<file path="config.mk">
export PLATFORM = sky130hd
export DESIGN_NAME = permutation_unrank
export DESIGN_NICKNAME = d
export VERILOG_FILES = /design/src/rtl/core/pu_pkg.sv /design/src/rtl/core/pu_ctrl.sv /design/src/rtl/core/pu_datapath.sv /design/src/rtl/core/permutation_unrank.sv
export SDC_FILE = /design/constraint.sdc
export NUM_CORES = 1
export LEC_CHECK = 0
export ABC_CLOCK_PERIOD_IN_PS = 14300
export BUFFER_PORTS_ARGS = -buffer_cell sky130_fd_sc_hd__buf_2
export CORE_MARGIN = 10
export CORE_UTILIZATION = 25
export CTS_CLUSTER_DIAMETER = 200
export DETAILED_ROUTE_END_ITERATION = 6
export SLEW_MARGIN = 20
export SYNTH_ARGS = -nofsm -noshare
export SYNTH_HDL_FRONTEND = slang
export SYNTH_HIERARCHICAL = 1
export SYNTH_SLANG_ARGS = --single-unit
</file>
<file path="constraint.sdc">
create_clock -name clock -period 14.3 [get_ports clock]
set_input_delay 1.43 -clock clock [delete_from_list [all_inputs] [get_ports clock]]
set_output_delay 1.43 -clock clock [all_outputs]
set_load 0.02 [all_outputs]
</file>
<file path="src/rtl/core/pu_pkg.sv">
package pu_pkg;

   localparam int RANK_W     = 64;
   localparam int SYM_W      = 4;
   localparam int CSR_IDX_W  = 2;
   localparam int CSR_DATA_W = 5;
   localparam int SYM_LIMIT  = 16;  // symbols are 4 bits wide

   // Divider retires this many quotient bits per cycle.
   localparam int DIV_BITS   = 8;
   localparam int DIV_STEPS  = RANK_W / DIV_BITS;
   localparam int DIV_CNT_W  = $clog2(DIV_STEPS);

   typedef logic [CSR_IDX_W-1:0] csr_idx_type;

   localparam csr_idx_type CSR_ALPHABET_SIZE      = 2'd0;
   localparam csr_idx_type CSR_ARRANGEMENT_LENGTH = 2'd1;

   typedef enum logic [1:0] {
      ST_IDLE,
      ST_DIV,
      ST_PUT
   } state_type;

   typedef struct packed {
      logic load;
      logic div_step;
      logic put;
   } cmd_type;

   typedef struct packed {
      logic err;        // current config gives an error result
      logic last;       // the pending result is the final one of the rank
      logic slot_free;  // output register can take a word this cycle
   } status_type;

endpackage

</file>
<file path="src/rtl/core/pu_ctrl.sv">
module pu_ctrl (
   input  logic               clock,
   input  logic               reset,
   input  logic               req_valid,
   input  pu_pkg::status_type status,
   output logic               req_ready,
   output pu_pkg::cmd_type    cmd
);
   import pu_pkg::*;

   localparam logic [DIV_CNT_W-1:0] STEP_LAST = DIV_CNT_W'(DIV_STEPS - 1);

   state_type             state_ff;
   state_type             state_in;
   logic [DIV_CNT_W-1:0]  step_ff;
   logic [DIV_CNT_W-1:0]  step_in;

   always_comb begin
      state_in = state_ff;
      unique case (state_ff)
         ST_IDLE: begin
            if (req_valid) begin
               state_in = status.err ? ST_PUT : ST_DIV;
            end
         end
         ST_DIV: begin
            if (step_ff == STEP_LAST) begin
               state_in = ST_PUT;
            end
         end
         ST_PUT: begin
            if (status.slot_free) begin
               state_in = status.last ? ST_IDLE : ST_DIV;
            end
         end
         default: state_in = ST_IDLE;
      endcase
   end

   always_comb begin
      req_ready    = 1'b0;
      cmd          = '0;
      unique case (state_ff)
         ST_IDLE: begin
            req_ready = 1'b1;
            cmd.load  = req_valid;
         end
         ST_DIV: begin
            cmd.div_step = 1'b1;
         end
         ST_PUT: begin
            cmd.put = status.slot_free;
         end
         default: begin
            req_ready = 1'b0;
         end
      endcase
   end

   always_comb begin
      step_in = step_ff;
      if (cmd.load) begin
         step_in = '0;
      end else if (cmd.div_step) begin
         step_in = (step_ff == STEP_LAST) ? '0 : step_ff + 1'b1;
      end
   end

   always_ff @(posedge clock) begin
      if (reset) begin
         state_ff <= ST_IDLE;
         step_ff  <= '0;
      end else begin
         state_ff <= state_in;
         step_ff  <= step_in;
      end
   end

endmodule

</file>
<file path="src/rtl/core/pu_datapath.sv">
module pu_datapath #(
   parameter int MAX_SYMBOLS = 16
) (
   input  logic                          clock,
   input  logic                          reset,
   input  logic                          csr_write_en,
   input  pu_pkg::csr_idx_type           csr_index,
   input  logic [pu_pkg::CSR_DATA_W-1:0] csr_data,
   input  logic [pu_pkg::RANK_W-1:0]     req_rank_index,
   input  pu_pkg::cmd_type               cmd,
   output pu_pkg::status_type            status,
   output logic                          rsp_valid,
   input  logic                          rsp_ready,
   output logic [pu_pkg::SYM_W-1:0]      rsp_symbol,
   output logic                          rsp_last_symbol,
   output logic                          rsp_length_error
);
   import pu_pkg::*;

   localparam int CAP   = (MAX_SYMBOLS < SYM_LIMIT) ? MAX_SYMBOLS : SYM_LIMIT;
   localparam int CNT_W = $clog2(CAP + 1);
   localparam int IDX_W = $clog2(CAP);
   localparam logic [CSR_DATA_W-1:0] CAP_V = CSR_DATA_W'(CAP);

   // configuration
   logic [CSR_DATA_W-1:0] alpha_ff;
   logic [CSR_DATA_W-1:0] klen_ff;

   logic [CSR_DATA_W-1:0] n_eff;
   logic [CSR_DATA_W-1:0] len_eff;
   logic                  err_now;

   // per-rank working state
   logic                  err_ff;
   logic [CNT_W-1:0]      len_ff;
   logic [CNT_W-1:0]      cnt_ff;
   logic [CNT_W-1:0]      pos_ff;
   logic [RANK_W-1:0]     q_ff;
   logic [IDX_W-1:0]      rem_ff;
   logic [SYM_W-1:0]      list_ff [CAP];
   logic [SYM_W-1:0]      list_init [CAP];

   logic [RANK_W-1:0]     q_in;
   logic [IDX_W-1:0]      rem_in;
   logic [DIV_BITS-1:0]   qbits;
   logic [IDX_W:0]        divisor;

   // output register
   logic                  rsp_valid_ff;
   logic [SYM_W-1:0]      rsp_symbol_ff;
   logic                  rsp_last_ff;
   logic                  rsp_err_ff;
   logic [SYM_W-1:0]      pick;

   always_comb begin
      n_eff   = (alpha_ff > CAP_V) ? CAP_V : alpha_ff;
      len_eff = (klen_ff != '0) ? klen_ff : n_eff;
      err_now = (n_eff == '0) || (len_eff > n_eff);
   end

   always_comb begin
      for (int c = 0; c < CAP; c++) begin
         list_init[c] = SYM_W'(n_eff - CSR_DATA_W'(c) - 1'b1);
      end
   end

   // DIV_BITS steps of restoring division by the remaining count
   always_comb begin
      logic [IDX_W:0]   trial;
      logic [IDX_W-1:0] r;
      divisor = (IDX_W + 1)'(cnt_ff);
      r       = rem_ff;
      qbits   = '0;
      for (int i = 0; i < DIV_BITS; i++) begin
         trial = {r, q_ff[RANK_W-1-i]};
         if (trial >= divisor) begin
            trial                 = trial - divisor;
            qbits[DIV_BITS-1-i]   = 1'b1;
         end
         r = trial[IDX_W-1:0];
      end
      rem_in = r;
      q_in   = {q_ff[RANK_W-DIV_BITS-1:0], qbits};
   end

   assign pick = err_ff ? '0 : list_ff[rem_ff];

   always_comb begin
      status.err       = err_now;
      status.last      = err_ff || (({1'b0, pos_ff} + 1'b1) == {1'b0, len_ff});
      status.slot_free = !rsp_valid_ff || rsp_ready;
   end

   always_ff @(posedge clock) begin
      if (reset) begin
         alpha_ff <= CSR_DATA_W'(1);
         klen_ff  <= '0;
      end else if (csr_write_en) begin
         unique case (csr_index)
            CSR_ALPHABET_SIZE:      alpha_ff <= csr_data;
            CSR_ARRANGEMENT_LENGTH: klen_ff  <= csr_data;
            default: ;
         endcase
      end
   end

   always_ff @(posedge clock) begin
      if (reset) begin
         err_ff <= 1'b0;
         cnt_ff <= '0;
         pos_ff <= '0;
         len_ff <= '0;
         q_ff   <= '0;
         rem_ff <= '0;
      end else if (cmd.load) begin
         err_ff <= err_now;
         cnt_ff <= n_eff[CNT_W-1:0];
         len_ff <= len_eff[CNT_W-1:0];
         pos_ff <= '0;
         q_ff   <= req_rank_index;
         rem_ff <= '0;
      end else if (cmd.div_step) begin
         q_ff   <= q_in;
         rem_ff <= rem_in;
      end else if (cmd.put) begin
         cnt_ff <= cnt_ff - 1'b1;
         pos_ff <= pos_ff + 1'b1;
         rem_ff <= '0;
      end
   end

   // symbol list: refilled per rank, gap closed on each pick
   always_ff @(posedge clock) begin
      if (cmd.load) begin
         for (int c = 0; c < CAP; c++) begin
            list_ff[c] <= list_init[c];
         end
      end else if (cmd.put) begin
         for (int c = 0; c < CAP - 1; c++) begin
            if (IDX_W'(c) >= rem_ff) begin
               list_ff[c] <= list_ff[c+1];
            end
         end
      end
   end

   always_ff @(posedge clock) begin
      if (reset) begin
         rsp_valid_ff <= 1'b0;
      end else if (cmd.put) begin
         rsp_valid_ff <= 1'b1;
      end else if (rsp_ready) begin
         rsp_valid_ff <= 1'b0;
      end
   end

   always_ff @(posedge clock) begin
      if (cmd.put) begin
         rsp_symbol_ff <= pick;
         rsp_last_ff   <= status.last;
         rsp_err_ff    <= err_ff;
      end
   end

   assign rsp_valid        = rsp_valid_ff;
   assign rsp_symbol       = rsp_symbol_ff;
   assign rsp_last_symbol  = rsp_last_ff;
   assign rsp_length_error = rsp_err_ff;

endmodule

</file>
<file path="src/rtl/core/permutation_unrank.sv">
// Channel  Direction  Handshake             Word
// req      in         req_valid/req_ready   req_rank_index
// rsp      out        rsp_valid/rsp_ready   rsp_symbol, rsp_last_symbol, rsp_length_error
// csr      in         csr_write_en          csr_index, csr_data
//
// One rank at a time. Each position runs the 64-bit quotient through the shared
// radix-256 divider and then writes the output register.
// An error rank skips the divider and gives one word.
// Output stalls hold the pick cycle; the next rank is taken while the final
// word still waits in the output register.
// Synchronous reset clears control state and restores the register defaults.
module permutation_unrank #(
   parameter int MAX_SYMBOLS = 16
) (
   input  logic                          clock,
   input  logic                          reset,
   input  logic                          csr_write_en,
   input  pu_pkg::csr_idx_type           csr_index,
   input  logic [pu_pkg::CSR_DATA_W-1:0] csr_data,
   input  logic                          req_valid,
   output logic                          req_ready,
   input  logic [pu_pkg::RANK_W-1:0]     req_rank_index,
   output logic                          rsp_valid,
   input  logic                          rsp_ready,
   output logic [pu_pkg::SYM_W-1:0]      rsp_symbol,
   output logic                          rsp_last_symbol,
   output logic                          rsp_length_error
);
   import pu_pkg::*;

   cmd_type    cmd;
   status_type status;

   pu_ctrl u_ctrl (
      .clock     (clock),
      .reset     (reset),
      .req_valid (req_valid),
      .status    (status),
      .req_ready (req_ready),
      .cmd       (cmd)
   );

   pu_datapath #(
      .MAX_SYMBOLS (MAX_SYMBOLS)
   ) u_datapath (
      .clock            (clock),
      .reset            (reset),
      .csr_write_en     (csr_write_en),
      .csr_index        (csr_index),
      .csr_data         (csr_data),
      .req_rank_index   (req_rank_index),
      .cmd              (cmd),
      .status           (status),
      .rsp_valid        (rsp_valid),
      .rsp_ready        (rsp_ready),
      .rsp_symbol       (rsp_symbol),
      .rsp_last_symbol  (rsp_last_symbol),
      .rsp_length_error (rsp_length_error)
   );

endmodule

</file>
==> qor_table.md <==
| Metric | Reported | Unit |
| --- | --- | --- |
| Max Root-Sink Buffers | 2 | - |
| Number of port buffers | 83 | - |
| Number of global-route vias before repair | 8066 | - |
| Final period utilization | 84.3 | % |
| Wire length of the first global-routing pass | 45.4 | mm |
| Largest cells by area after synthesis | sky130_fd_sc_hd__edfxtp_1, sky130_fd_sc_hd__dfxtp_1, sky130_fd_sc_hd__mux2i_1 | - |
| Total half-perimeter wirelength after legalization and detailed placement | 20.9 | mm |
| Fraction of layout instances using a drive strength above 1 | 14.8 | % |
| All-Layer GR Usage | 11.5 | % |
| Async set-or-reset flop fraction in the synthesized netlist | 0 | % |
| Slowest stage cell, crit path | sky130_fd_sc_hd__dfxtp_1 | - |
| Run status | completed | - |
| Critical path startpoint category | flip-flop | - |
| Worst-path fanout max | 10 | - |
| Most common cell in the synthesized netlist | sky130_fd_sc_hd__nor2_1 | - |
| Number of library cell types mapped by synthesis | 70 | - |
| Most common flop cell mapped by yosys | sky130_fd_sc_hd__dfxtp_1 | - |
| Category of the most critical setup path | flip-flop to flip-flop | - |
| Clock sinks | 170 | - |
| Util after Layout | 29.1 | % |
| Crit path required time | 14650 | ps |
| Buf+Inv Stages, Crit Path | 2 | - |
| Most instantiated cells after synthesis | sky130_fd_sc_hd__nor2_1, sky130_fd_sc_hd__a21oi_1, sky130_fd_sc_hd__dfxtp_1, sky130_fd_sc_hd__mux2i_1, sky130_fd_sc_hd__nand2_1 | - |
| Number of slew-limit violations in the final report | 0 | - |
| Buffer type at the clock tree root | sky130_fd_sc_hd__clkbuf_16 | - |
| Ports placed on the boundary | 84 | - |
| Transition at the pin with the smallest max-transition slack | 899 | ps |
| EDFF count, synth | 70 | - |
| Most area-hungry cell type in the Yosys netlist | sky130_fd_sc_hd__edfxtp_1 | - |
| Classification of the worst-slack hold path | flip-flop to flip-flop | - |
| Synth Area per Inst | 9.55 | µm² |
| Register clock-pin slew on the reported worst setup and hold paths | 90 | ps |
| Gate family responsible for the most delay along the worst path | compound AO/OA/AOI/OAI gates | - |
| FF+latch count, synth | 170 | - |
| Final weighted congestion of routability-driven global placement | 0.848 | - |
| Gate Count Post-Synth | 1069 | - |
| Die Ht | 222 | µm |
| X dimension of the die | 222 | µm |
| Number of antenna violations at the first check in global routing | 3 | - |
| Arrival time at the worst endpoint | 12400 | ps |
| Worst skew pair latency | 460 | ps |
| Via count normalized by instance count | 4.87 | - |
| Number of DRC markers in iteration 0 | 642 | - |
| Average wire per standard cell | 17.2 | µm |
| Number of detailed-routing iterations run before antenna repair | 4 | - |
| Overall die area | 0.0493 | mm² |
| Drt total wl | 28.7 | mm |
| Vias | 8107 | - |
| Final hold violation count | 0 | - |
| Seq/Total Area, Yosys | 40.2 | % |
| Congestion Overflow GR | 0 | - |
| CTS H-Tree Depth | 4 | - |
| Relative area change from synthesis to final layout | 14.1 | % |
| Synthesis Warnings | 6 | - |
| Smallest hold slack | 478 | ps |
| Area of the core region | 0.0401 | mm² |
| Max Fclk | 83.0 | MHz |
| Syn_nets | 1212 | - |
| Cell area after synthesis | 0.0102 | mm² |
| DRC errors left | 0 | - |
| Number of setup violations in the final report | 0 | - |
| ANT nets after route | 0 | - |
| Area fraction of the dominant cell type after synthesis | 20.6 | % |
| TritonCTS buffer count | 17 | - |
| Count of maximum capacitance violations | 0 | - |
| CP Capture Type | flip-flop | - |
| Initial Utilization | 25.5 | % |
| Gates resized, CTS repair | 0 | - |
| Final Net Count | 1269 | - |
| Largest net degree at the start of global routing | 75 | - |
| Slew HR | 39.4 | % |
| TNS Setup | 0 | ps |
| CTS tree | done | - |
| Post-CTS Hold Fix Bufs | 0 | - |
| Total setup buffers inserted after CTS | 0 | - |
| RSZ-0062 raised after global routing | no | - |
| Site Rows | 73 | - |
| Final critical-path required period | 12050 | ps |
| Longest individual stage delay on the worst path | 750 | ps |
| Worst clock skew | 22.0 | ps |
[final timing paths]
check | from | endpoint | slack [ps] | depth (start not counted)
max | u_datapath/cnt_ff[1]$_SDFFE_PP0P_ | u_datapath/rem_ff[2]$_SDFFE_PP0P_ | 2250 | 44
min | u_datapath/pos_ff[1]$_SDFFE_PP0P_ | u_datapath/pos_ff[1]$_SDFFE_PP0P_ | 480 | 2
min reg2reg | u_datapath/pos_ff[1]$_SDFFE_PP0P_ | u_datapath/pos_ff[1]$_SDFFE_PP0P_ | 480 | 2
max reg2reg | u_datapath/cnt_ff[1]$_SDFFE_PP0P_ | u_datapath/rem_ff[2]$_SDFFE_PP0P_ | 2250 | 44
[metrics by stage]
stage | cell area (µm²) | cells | setup slack (ps)
floorplan | 10200 | 1069 | 4070
global placement | 11100 | 1632 | 2870
CTS | 11700 | 1664 | 2400
global route | 11700 | 1665 | 1230
finish | 11700 | 1666 | 2250
detailed placement | 11100 | 1632 | 2470
[sequential cells by signal (all words and copies together) (netlist names), 2 cells and up]
signal and cells:
u_ctrl/state_ff 2, u_ctrl/step_ff 3, u_datapath/alpha_ff 5, u_datapath/cnt_ff 5
u_datapath/klen_ff 5, u_datapath/len_ff 5, u_datapath/list_ff 64, u_datapath/pos_ff 5
u_datapath/q_ff 64, u_datapath/rem_ff 4, u_datapath/rsp_symbol 4
[per-layer routing]
| layer | track usage, % | part of all wire, % |
|---|---|---|
| met1 | 14.8 | 46 |
| met2 | 18.5 | 47 |
| met3 | 2.87 | 5.7 |
| met4 | 3.37 | 1.3 |
| met5 | 0 | 0 |
[cells by family (layout without fill, tap and decap cells)]
logic type                 count (synthesis)  in the layout  share of synthesized area, %
buffers and inverters                     96            166                          4.15
AOI/OAI and AO/OA                        240            240                          14.1
other                                      0              2                             0
adders and majority gates                 67             67                          8.80
muxes                                    126            126                          15.6
xor gates and xnor gates                  37             37                          3.17
and+or+nand+nor                          333            333                          14.0
DFF                                      170            170                          40.2
[placed cells by master, fill, tap and decap left out, types with 4 or more instances in the layout]
cell type / Yosys / routed
sky130_fd_sc_hd__nor2b_1: 14 / 14
sky130_fd_sc_hd__inv_2: 6 / 6
sky130_fd_sc_hd__a211oi_1: 9 / 9
sky130_fd_sc_hd__xor2_1: 14 / 14
sky130_fd_sc_hd__mux4_1: 9 / 9
sky130_fd_sc_hd__inv_1: 38 / 38
sky130_fd_sc_hd__mux2i_1: 75 / 75
sky130_fd_sc_hd__a31oi_1: 8 / 8
sky130_fd_sc_hd__mux2_2: 18 / 18
sky130_fd_sc_hd__clkbuf_16: 0 / 17
sky130_fd_sc_hd__edfxtp_1: 70 / 70
sky130_fd_sc_hd__o21ai_1: 14 / 14
sky130_fd_sc_hd__nand2b_1: 5 / 5
sky130_fd_sc_hd__buf_2: 8 / 82
sky130_fd_sc_hd__nand2_1: 74 / 74
sky130_fd_sc_hd__mux4_2: 10 / 10
sky130_fd_sc_hd__xnor2_1: 23 / 23
sky130_fd_sc_hd__dfxtp_1: 100 / 100
sky130_fd_sc_hd__nor3_1: 7 / 7
sky130_fd_sc_hd__inv_8: 0 / 6
sky130_fd_sc_hd__nand3_1: 12 / 12
sky130_fd_sc_hd__o21a_1: 12 / 12
sky130_fd_sc_hd__o21ai_0: 25 / 25
sky130_fd_sc_hd__a21oi_1: 119 / 119
sky130_fd_sc_hd__and2_1: 5 / 4
sky130_fd_sc_hd__o211ai_1: 5 / 5
sky130_fd_sc_hd__inv_6: 0 / 4
sky130_fd_sc_hd__nor2_1: 186 / 186
sky130_fd_sc_hd__fa_1: 8 / 8
sky130_fd_sc_hd__mux2_1: 11 / 11
sky130_fd_sc_hd__ha_1: 59 / 59
sky130_fd_sc_hd__nand4_1: 6 / 6
sky130_fd_sc_hd__buf_4: 4 / 8
sky130_fd_sc_hd__a21o_1: 22 / 22
[layout make-up]
| cell class | instances | area, µm² |
|---|---|---|
| Clock buffer | 17 | 425 |
| Tap cell | 525 | 657 |
| Inverter | 44 | 165 |
| Antenna cell | 2 | 5.00 |
| Clock inverter | 15 | 144 |
| Multi-Input combinational cell | 803 | 5690 |
| Sequential cell | 170 | 4100 |
| Fill cell | 4174 | 28400 |
| Timing Repair Buffer | 90 | 470 |
[worst min-delay path, stage by stage, from the launching register on]
cell and delay [ps]:
sky130_fd_sc_hd__dfxtp_1 330, sky130_fd_sc_hd__nand2_1 60, sky130_fd_sc_hd__a21oi_1 50
Power is left out: the tool's default activity adds up to more than one toggle a clock period on the data nets, which glitch-free logic cannot reach.
